$ cat config.mk
export PLATFORM = sky130hd
export DESIGN_NAME = traffic_light_pedestrian_sequencer_unit
export DESIGN_NICKNAME = d
export VERILOG_FILES = /design/src/rtl/tlps_pkg.sv /design/src/rtl/tlps_cfg_regs.sv /design/src/rtl/tlps_core.sv /design/src/rtl/traffic_light_pedestrian_sequencer_unit.sv
export VERILOG_INCLUDE_DIRS = /design/src /design/src/rtl
export SDC_FILE = /design/constraint.sdc
export NUM_CORES = 1
export LEC_CHECK = 0
export BUFFER_PORTS_ARGS = -buffer_cell sky130_fd_sc_hd__buf_2
export CORE_MARGIN = 2
export CORE_UTILIZATION = 60
export CTS_CLUSTER_DIAMETER = 100
export DETAILED_ROUTE_END_ITERATION = 8
export GPL_TIMING_DRIVEN = 0
export HOLD_SLACK_MARGIN = 0.02
export PLACE_DENSITY = 0.8
export RECOVER_POWER = 100
export SETUP_SLACK_MARGIN = 0.4
export SYNTH_ARGS = -nofsm -noshare
export SYNTH_HDL_FRONTEND = slang
export SYNTH_SLANG_ARGS = --single-unit
$ cat constraint.sdc
create_clock -name clk -period 3.82 [get_ports clk]
set_input_delay 0.191 -clock clk [delete_from_list [all_inputs] [get_ports clk]]
set_output_delay 0.191 -clock clk [all_outputs]
set_load 0.01 [all_outputs]
$ cat src/rtl/traffic_light_pedestrian_sequencer_unit_assert.svh
// assertion macros used by the traffic light sequencer core
`ifndef TRAFFIC_LIGHT_PEDESTRIAN_SEQUENCER_UNIT_ASSERT_SVH
`define TRAFFIC_LIGHT_PEDESTRIAN_SEQUENCER_UNIT_ASSERT_SVH

`ifndef SYNTHESIS

// same-cycle implication, checked on every rising clk edge outside reset
`define TLPS_ASSERT_NOW(name, pre, post) \
    name: assert property (@(posedge clk) disable iff (!rst_n) (pre) |-> (post)) \
        else $error("tlps assertion failed");

// next-cycle implication, checked on every rising clk edge outside reset
`define TLPS_ASSERT_NEXT(name, pre, post) \
    name: assert property (@(posedge clk) disable iff (!rst_n) (pre) |=> (post)) \
        else $error("tlps assertion failed");

`else

`define TLPS_ASSERT_NOW(name, pre, post)
`define TLPS_ASSERT_NEXT(name, pre, post)

`endif

`endif

$ cat src/rtl/tlps_pkg.sv
// types and constants of the traffic light pedestrian sequencer
`default_nettype none

package tlps_pkg;

    localparam int TICK_W    = 16;
    localparam int CFG_IDX_W = 3;
    localparam int PHASE_W   = 3;

    // phase codes, as reported on phase_now
    typedef enum logic [PHASE_W-1:0] {
        PH_ALL_RED    = 3'd0,
        PH_RED_YELLOW = 3'd1,
        PH_GREEN      = 3'd2,
        PH_YELLOW     = 3'd3,
        PH_WALK       = 3'd4
    } phase_t;

    // configuration register indexes
    localparam logic [CFG_IDX_W-1:0] CFG_GREEN      = 3'd0;
    localparam logic [CFG_IDX_W-1:0] CFG_YELLOW     = 3'd1;
    localparam logic [CFG_IDX_W-1:0] CFG_RED_YELLOW = 3'd2;
    localparam logic [CFG_IDX_W-1:0] CFG_ALL_RED    = 3'd3;
    localparam logic [CFG_IDX_W-1:0] CFG_WALK       = 3'd4;

    // reset durations in ticks
    localparam logic [TICK_W-1:0] GREEN_RST      = 16'd5000;
    localparam logic [TICK_W-1:0] YELLOW_RST     = 16'd3000;
    localparam logic [TICK_W-1:0] RED_YELLOW_RST = 16'd3000;
    localparam logic [TICK_W-1:0] ALL_RED_RST    = 16'd5000;
    localparam logic [TICK_W-1:0] WALK_RST       = 16'd5000;

    localparam logic [TICK_W-1:0] TICK_MAX = '1;

    // phase durations from the configuration registers
    typedef struct packed {
        logic [TICK_W-1:0] green;
        logic [TICK_W-1:0] yellow;
        logic [TICK_W-1:0] red_yellow;
        logic [TICK_W-1:0] all_red;
        logic [TICK_W-1:0] walk;
    } cfg_t;

    // one result beat
    typedef struct packed {
        logic               car_red;
        logic               car_yellow;
        logic               car_green;
        logic               walk_red;
        logic               walk_green;
        logic [PHASE_W-1:0] phase_now;
    } result_t;

endpackage

`default_nettype wire

$ cat src/rtl/tlps_cfg_regs.sv
// configuration registers holding the phase durations
`default_nettype none

module tlps_cfg_regs (
    input  wire logic                           clk,
    input  wire logic                           rst_n,
    input  wire logic                           cfg_we,
    input  wire logic [tlps_pkg::CFG_IDX_W-1:0] cfg_index,
    input  wire logic [tlps_pkg::TICK_W-1:0]    cfg_data,
    output tlps_pkg::cfg_t                      cfg
);
    import tlps_pkg::*;

    cfg_t cfg_reg;
    cfg_t cfg_next;

    // register write decode, unknown indexes are dropped
    always_comb
    begin
        cfg_next = cfg_reg;
        if (cfg_we)
        begin
            case (cfg_index)
                CFG_GREEN:      cfg_next.green      = cfg_data;
                CFG_YELLOW:     cfg_next.yellow     = cfg_data;
                CFG_RED_YELLOW: cfg_next.red_yellow = cfg_data;
                CFG_ALL_RED:    cfg_next.all_red    = cfg_data;
                CFG_WALK:       cfg_next.walk       = cfg_data;
                default:        cfg_next            = cfg_reg;
            endcase
        end
    end

    always_ff @(posedge clk or negedge rst_n)
    begin
        if (!rst_n)
        begin
            cfg_reg.green      <= GREEN_RST;
            cfg_reg.yellow     <= YELLOW_RST;
            cfg_reg.red_yellow <= RED_YELLOW_RST;
            cfg_reg.all_red    <= ALL_RED_RST;
            cfg_reg.walk       <= WALK_RST;
        end
        else
        begin
            cfg_reg <= cfg_next;
        end
    end

    assign cfg = cfg_reg;

endmodule

`default_nettype wire

$ cat src/rtl/tlps_core.sv
// phase state machine, tick counter and lamp decode
`default_nettype none

`include "traffic_light_pedestrian_sequencer_unit_assert.svh"

module tlps_core (
    input  wire logic      clk,
    input  wire logic      rst_n,
    input  wire logic      step,
    input  wire logic      button_pressed,
    input  tlps_pkg::cfg_t cfg,
    output tlps_pkg::result_t result
);
    import tlps_pkg::*;

    phase_t            phase_reg;
    phase_t            phase_next;
    logic [TICK_W-1:0] elapsed_reg;
    logic [TICK_W-1:0] elapsed_next;
    logic              walk_request_reg;
    logic              walk_request_next;
    logic              request_enabled_reg;
    logic              request_enabled_next;
    logic              cars_had_green_reg;
    logic              cars_had_green_next;

    logic              req_set;
    logic [TICK_W-1:0] elapsed_inc;
    logic [TICK_W-1:0] duration;
    logic              phase_done;

    // press latch and saturating tick count
    assign req_set     = walk_request_reg | (button_pressed & request_enabled_reg);
    assign elapsed_inc = (elapsed_reg == TICK_MAX) ? elapsed_reg : elapsed_reg + 16'd1;

    // duration of the current phase
    always_comb
    begin
        case (phase_reg)
            PH_ALL_RED:    duration = cfg.all_red;
            PH_RED_YELLOW: duration = cfg.red_yellow;
            PH_GREEN:      duration = cfg.green;
            PH_YELLOW:     duration = cfg.yellow;
            PH_WALK:       duration = cfg.walk;
            default:       duration = '0;
        endcase
    end

    assign phase_done = (elapsed_inc >= duration);

    // next state for one tick
    always_comb
    begin
        phase_next           = phase_reg;
        elapsed_next         = elapsed_reg;
        walk_request_next    = walk_request_reg;
        request_enabled_next = request_enabled_reg;
        cars_had_green_next  = cars_had_green_reg;
        if (step)
        begin
            walk_request_next = req_set;
            elapsed_next      = elapsed_inc;
            if (phase_done)
            begin
                elapsed_next = '0;
                case (phase_reg)
                    PH_ALL_RED:
                    begin
                        if (req_set && cars_had_green_reg)
                        begin
                            phase_next           = PH_WALK;
                            walk_request_next    = 1'b0;
                            request_enabled_next = 1'b0;
                            cars_had_green_next  = 1'b0;
                        end
                        else
                        begin
                            phase_next           = PH_RED_YELLOW;
                            request_enabled_next = 1'b1;
                        end
                    end
                    PH_RED_YELLOW:
                    begin
                        phase_next = PH_GREEN;
                    end
                    PH_GREEN:
                    begin
                        phase_next          = PH_YELLOW;
                        cars_had_green_next = 1'b1;
                    end
                    PH_YELLOW, PH_WALK:
                    begin
                        phase_next           = PH_ALL_RED;
                        request_enabled_next = 1'b1;
                    end
                    default:
                    begin
                        phase_next = PH_ALL_RED;
                    end
                endcase
            end
        end
    end

    always_ff @(posedge clk or negedge rst_n)
    begin
        if (!rst_n)
        begin
            phase_reg           <= PH_ALL_RED;
            elapsed_reg         <= '0;
            walk_request_reg    <= 1'b0;
            request_enabled_reg <= 1'b1;
            cars_had_green_reg  <= 1'b1;
        end
        else
        begin
            phase_reg           <= phase_next;
            elapsed_reg         <= elapsed_next;
            walk_request_reg    <= walk_request_next;
            request_enabled_reg <= request_enabled_next;
            cars_had_green_reg  <= cars_had_green_next;
        end
    end

    // lamp decode of the updated phase
    always_comb
    begin
        result           = '0;
        result.phase_now = phase_next;
        case (phase_next)
            PH_RED_YELLOW:
            begin
                result.car_red    = 1'b1;
                result.car_yellow = 1'b1;
                result.walk_red   = 1'b1;
            end
            PH_GREEN:
            begin
                result.car_green = 1'b1;
                result.walk_red  = 1'b1;
            end
            PH_YELLOW:
            begin
                result.car_yellow = 1'b1;
                result.walk_red   = 1'b1;
            end
            PH_WALK:
            begin
                result.car_red    = 1'b1;
                result.walk_green = 1'b1;
            end
            default:
            begin
                result.car_red  = 1'b1;
                result.walk_red = 1'b1;
            end
        endcase
    end

    // walk is only entered after a car green, which it then consumes
    `TLPS_ASSERT_NOW(a_walk_no_green_credit, phase_reg == PH_WALK, !cars_had_green_reg)
    // button is locked out and the request cleared for the whole walk phase
    `TLPS_ASSERT_NOW(a_walk_locked, phase_reg == PH_WALK,
        !request_enabled_reg && !walk_request_reg)
    // every phase change restarts the tick count
    `TLPS_ASSERT_NEXT(a_change_clears_count, step && phase_done, elapsed_reg == '0)
    // the phase only moves on an accepted tick
    `TLPS_ASSERT_NEXT(a_hold_without_tick, !step, phase_reg == $past(phase_reg))

endmodule

`default_nettype wire

$ cat src/rtl/traffic_light_pedestrian_sequencer_unit.sv
// Traffic light sequencer with pedestrian request button, top level.
//
// Input channel: one beat per millisecond tick, carrying button_pressed,
// handshaked with item_valid / item_ready. Output channel: one result beat
// per input beat with the lamp drives and phase_now, handshaked with
// result_valid / result_ready, always in input order.
// Latency: the result of a tick is presented the cycle after its input beat
// is accepted; the phase update and lamp decode take one pass through the
// core between the state registers and the result register.
// Throughput: one tick per cycle, set by the single result register;
// item_ready is high whenever that register is empty or being drained.
// When the receiver stalls, the result is held and item_ready stays low
// until result_ready returns.
// Reset: phase all-red, tick count zero, no walk request, button enabled,
// car green credit set, durations back to their defaults.
// Configuration: cfg_we writes cfg_data to register cfg_index (0 green,
// 1 yellow, 2 red-yellow, 3 all-red, 4 walk); write only when idle.
`default_nettype none

module traffic_light_pedestrian_sequencer_unit (
    input  wire logic                           clk,
    input  wire logic                           rst_n,
    input  wire logic                           cfg_we,
    input  wire logic [tlps_pkg::CFG_IDX_W-1:0] cfg_index,
    input  wire logic [tlps_pkg::TICK_W-1:0]    cfg_data,
    input  wire logic                           item_valid,
    output      logic                           item_ready,
    input  wire logic                           button_pressed,
    output      logic                           result_valid,
    input  wire logic                           result_ready,
    output      logic                           car_red,
    output      logic                           car_yellow,
    output      logic                           car_green,
    output      logic                           walk_red,
    output      logic                           walk_green,
    output      logic [tlps_pkg::PHASE_W-1:0]   phase_now
);
    import tlps_pkg::*;

    cfg_t    cfg;
    result_t core_result;
    result_t result_reg;
    logic    result_valid_reg;
    logic    result_valid_next;
    logic    accept;

    tlps_cfg_regs u_cfg_regs (
        .clk       (clk),
        .rst_n     (rst_n),
        .cfg_we    (cfg_we),
        .cfg_index (cfg_index),
        .cfg_data  (cfg_data),
        .cfg       (cfg)
    );

    tlps_core u_core (
        .clk            (clk),
        .rst_n          (rst_n),
        .step           (accept),
        .button_pressed (button_pressed),
        .cfg            (cfg),
        .result         (core_result)
    );

    // take a tick whenever the result register is free or draining
    assign item_ready = !result_valid_reg || result_ready;
    assign accept     = item_valid && item_ready;

    always_comb
    begin
        result_valid_next = result_valid_reg;
        if (accept)
        begin
            result_valid_next = 1'b1;
        end
        else if (result_ready)
        begin
            result_valid_next = 1'b0;
        end
    end

    // result valid flag
    always_ff @(posedge clk or negedge rst_n)
    begin
        if (!rst_n)
        begin
            result_valid_reg <= 1'b0;
        end
        else
        begin
            result_valid_reg <= result_valid_next;
        end
    end

    // result payload
    always_ff @(posedge clk)
    begin
        if (accept)
        begin
            result_reg <= core_result;
        end
    end

    assign result_valid = result_valid_reg;
    assign car_red      = result_reg.car_red;
    assign car_yellow   = result_reg.car_yellow;
    assign car_green    = result_reg.car_green;
    assign walk_red     = result_reg.walk_red;
    assign walk_green   = result_reg.walk_green;
    assign phase_now    = result_reg.phase_now;

endmodule

`default_nettype wire

==> impl_metrics.env <==
export IMPL_status="complete, but fails checks"
export IMPL_violations="max-capacitance violations, max-slew violations"
export IMPL_power_density_nw_per_um2=663
export IMPL_async_flop_share_pct=92.8
export IMPL_coreArea_um2=9110
export IMPL_floorplan_initialDensity_pct=61.3
export IMPL_yosys_top_cells_area="dfrtp_1 32%, mux2_2 17%, dfstp_2 15%, edfxtp_1 4.3%, ha_1 3.8%"
export IMPL_dpl_cell_count=604
export IMPL_synth_mux_area_share_pct=20.2
export IMPL_cp_startpoint="u_core.elapsed_reg[11]"
export IMPL_final_antenna_net_count=0
export IMPL_hpwl_um=8510
export IMPL_grt_first_pass_wirelength_um=21100
export IMPL_slew_viol_final=40
export IMPL_path_clk_slew_ps=120
export IMPL_drt_initial_drc_count=235
export IMPL_grt_overflow_total=0
export IMPL_hold_violations=0
export IMPL_synth_avg_cell_area_um2=12.2
export IMPL_largest_reg_flops=80
export IMPL_synthSimpleGateAreaFrac_pct=9.24
export IMPL_finClkSkew_ps=14.4
export IMPL_syn_nets=501
export IMPL_synth_enable_flop_cells=8
export IMPL_post_drt_wl_per_cell_um=21.5
export IMPL_num_rows=35
export IMPL_viasPerCell=6.37
export IMPL_min_path_type="in -> reg"
export IMPL_antenna_found_initial=0
export IMPL_rsz0062_at_grt="true"
export IMPL_critPathArrivalTime_ps=3670
export IMPL_drc=0
export IMPL_setup_viol_count_final=0
export IMPL_htree_levels=3
export IMPL_dpl_cell_area_um2=5930
export IMPL_final_cells=664
export IMPL_num_vias=4232
export IMPL_clk_insertion_delay_late_ps=380
export IMPL_slew_headroom_pct=-50.5
export IMPL_synth_cell_types=57
export IMPL_nNetsFinal=590
export IMPL_final_area_um2=6830
export IMPL_die_h_um=100
export IMPL_ys_flop_type="dfrtp_1"
export IMPL_cp_end_kind="register"
export IMPL_grt_max_degree=65
export IMPL_ir_worst_vdd_mv=0.321
export IMPL_worst_r2r_startpoint="u_core.elapsed_reg[11]"
export IMPL_fin_crit_sh_pct=92.7
export IMPL_final_common_cell="mux2_2"
export IMPL_path_max_fanout=6
export IMPL_cts_tree="done"
export IMPL_synth_top_family_by_area="multiplexers"
export IMPL_die_w_um=100
export IMPL_pwr_share_clk_pct=15.8
export IMPL_mostFrequentLayoutCells="82 x mux2_2, 63 x dfrtp_1, 38 x buf_4"
export IMPL_crit_required_ps=3950
export IMPL_synth_seq_cells=111
export IMPL_cts_buffer_depth=2
export IMPL_diodes=0
export IMPL_synth_area_um2=5580
export IMPL_worst_pin_slew_ps=2260
export IMPL_synthAdderAreaFrac_pct=3.81
export IMPL_yosysSeqAreaShare_pct=51.2
export IMPL_cts_buffers=9
export IMPL_fmax_ghz=0.282
export IMPL_syn_inst=459
export IMPL_fill_cells=583
export IMPL_io_pins=35
export IMPL_path_class="reg -> reg"
export IMPL_power_switching_uw=1730
export IMPL_drv_cap=1
export IMPL_yosys_area_top_type_share_pct=32.3
export IMPL_synth_xor_area_share_pct=1.73
export IMPL_seqPwrFrac_pct=38.1
export IMPL_yosys_warnings=0
export IMPL_p_int_uw=2800
export IMPL_synth_compound_area_share_pct=11.7
export IMPL_area_growth_pct=22.4
export IMPL_switching_share_pct=38.1
export IMPL_fin_crit_ps=3540
export IMPL_min_from="cfg_data[4]"
export IMPL_grt_total_usage_pct=27.2
export IMPL_cts_sinks=111
export IMPL_cts_root_buf="clkbuf_8"
export IMPL_synth_area_leader_cell="dfrtp_1"
export IMPL_critPathLaunchType="register"
export IMPL_gp_congestion=0.871
export IMPL_pwr_share_comb_pct=46.1
export IMPL_drive_above_1_share_pct=46.3
export IMPL_dieArea_um2=10100
export IMPL_leakage_uw=0.00287
export IMPL_dr_pass1_iters=5
export IMPL_drt_total_wl_um=14300
export IMPL_grt_pass1_vias=4124
export IMPL_portBuffers=33
## synth_stat cells, types with 4 or more instances
library cell / number
nand4_1: 6
mux2i_1: 17
edfxtp_1: 8
dfrtp_1: 72
a22o_1: 8
nand3_1: 8
ha_1: 17
inv_1: 5
nor2_1: 16
nor2b_1: 4
o21ai_0: 30
dfstp_2: 31
nand2b_1: 5
mux2_2: 83
a21oi_1: 12
xor2_1: 6
buf_2: 6
clkbuf_1: 16
and3_1: 8
nor3_1: 6
nand2_1: 29
a221oi_1: 14
a31oi_1: 4
xnor2_1: 5
## area by class of cell
type / count / area, um2 / area share (%)
well taps: 111 / 139 / 2.03
repair buffers: 78 / 505 / 7.40
plain buffers: 23 / 176 / 2.58
clock buffers: 10 / 138 / 2.01
inverters: 5 / 22.5 / 0.330
clock inverters: 6 / 65.1 / 0.952
flip-flops and latches: 111 / 2870 / 42.0
multi-input cells: 320 / 2920 / 42.7
## what timing repair did
item	CTS	global route
pin swaps	6	22
endpoints found under the setup margin	30	30
setup buffers	20	21
hold endpoints to repair	31	0
gates cloned	0	1
resized for setup	50	56
hold buffers	2	0
## metal layers
layer / GRT usage, % / part of all wire [%] / wire length (um) / vias up
met3: 5.50 / 4.8 / 683 / 34
met2: 44.7 / 50 / 7110 / 143
met5: 0 / 0 / 0 / -
li1: - / - / - / 1883
met4: 9.91 / 3.0 / 427 / 0
met1: 36.1 / 42 / 6030 / 2172
## logic make-up after synthesis
family                     after synthesis
AOI/OAI and AO/OA                       93
xor gates and xnor gates                11
adders and majority gates               17
buffers and inverters                   28
DFF                                    111
muxes                                  101
and+or+nand+nor                         98
## worst max-delay path, stage by stage (launching register included)
cell	delay, ps
dfrtp_1	420
nand4_1	170
nor2_4	200
nand4_1	200
clkbuf_1	190
and4_1	200
xor2_1	160
ha_1	300
buf_4	110
a21o_1	120
nand3_1	90
a21oi_1	200
a311o_1	310
and2_4	240
clkbuf_1	250
o21ai_1	130
## stage by stage
| stage | TNS, ps | util, % | setup WS (ps) | hold slack [ps] | power [uW] |
|---|---|---|---|---|---|
| after global routing | 0 | 75.0 | 149 | 81.3 | 4760 |
| after floorplan | 0 | - | 427 | -105 | 2740 |
| after global placement | -6620 | 64.8 | -427 | 400 | 3090 |
| after detailed placement | -10320 | 65.1 | -552 | 206 | 3190 |
| final | 0 | 75.0 | 280 | 95.0 | 4530 |
| after CTS | 0 | 71.0 | 401 | 81.9 | 4120 |
## power groups by stage
stage	registers, uW	clock network, uW	logic, uW
detailed placement	1730	0	1470
floorplan	1680	0	1050
global placement	1700	0	1390
global route	1760	774	2230
CTS	1710	728	1690
finish	1730	716	2090
## worst paths after layout
kind                                           to  slack, ps  cells after the start
max                                  phase_now[2]        280                     15
min                             u_cfg_regs.cfg[4]         90                      2
max reg2reg                          phase_now[2]        280                     15
min reg2reg                    u_cfg_regs.cfg[58]        520                      1
max in group asynchronous   u_core.elapsed_reg[6]       1360                      2
min in group asynchronous  u_core.elapsed_reg[12]       1020                      2
No activity file was read; power rests on OpenSTA's default activity.
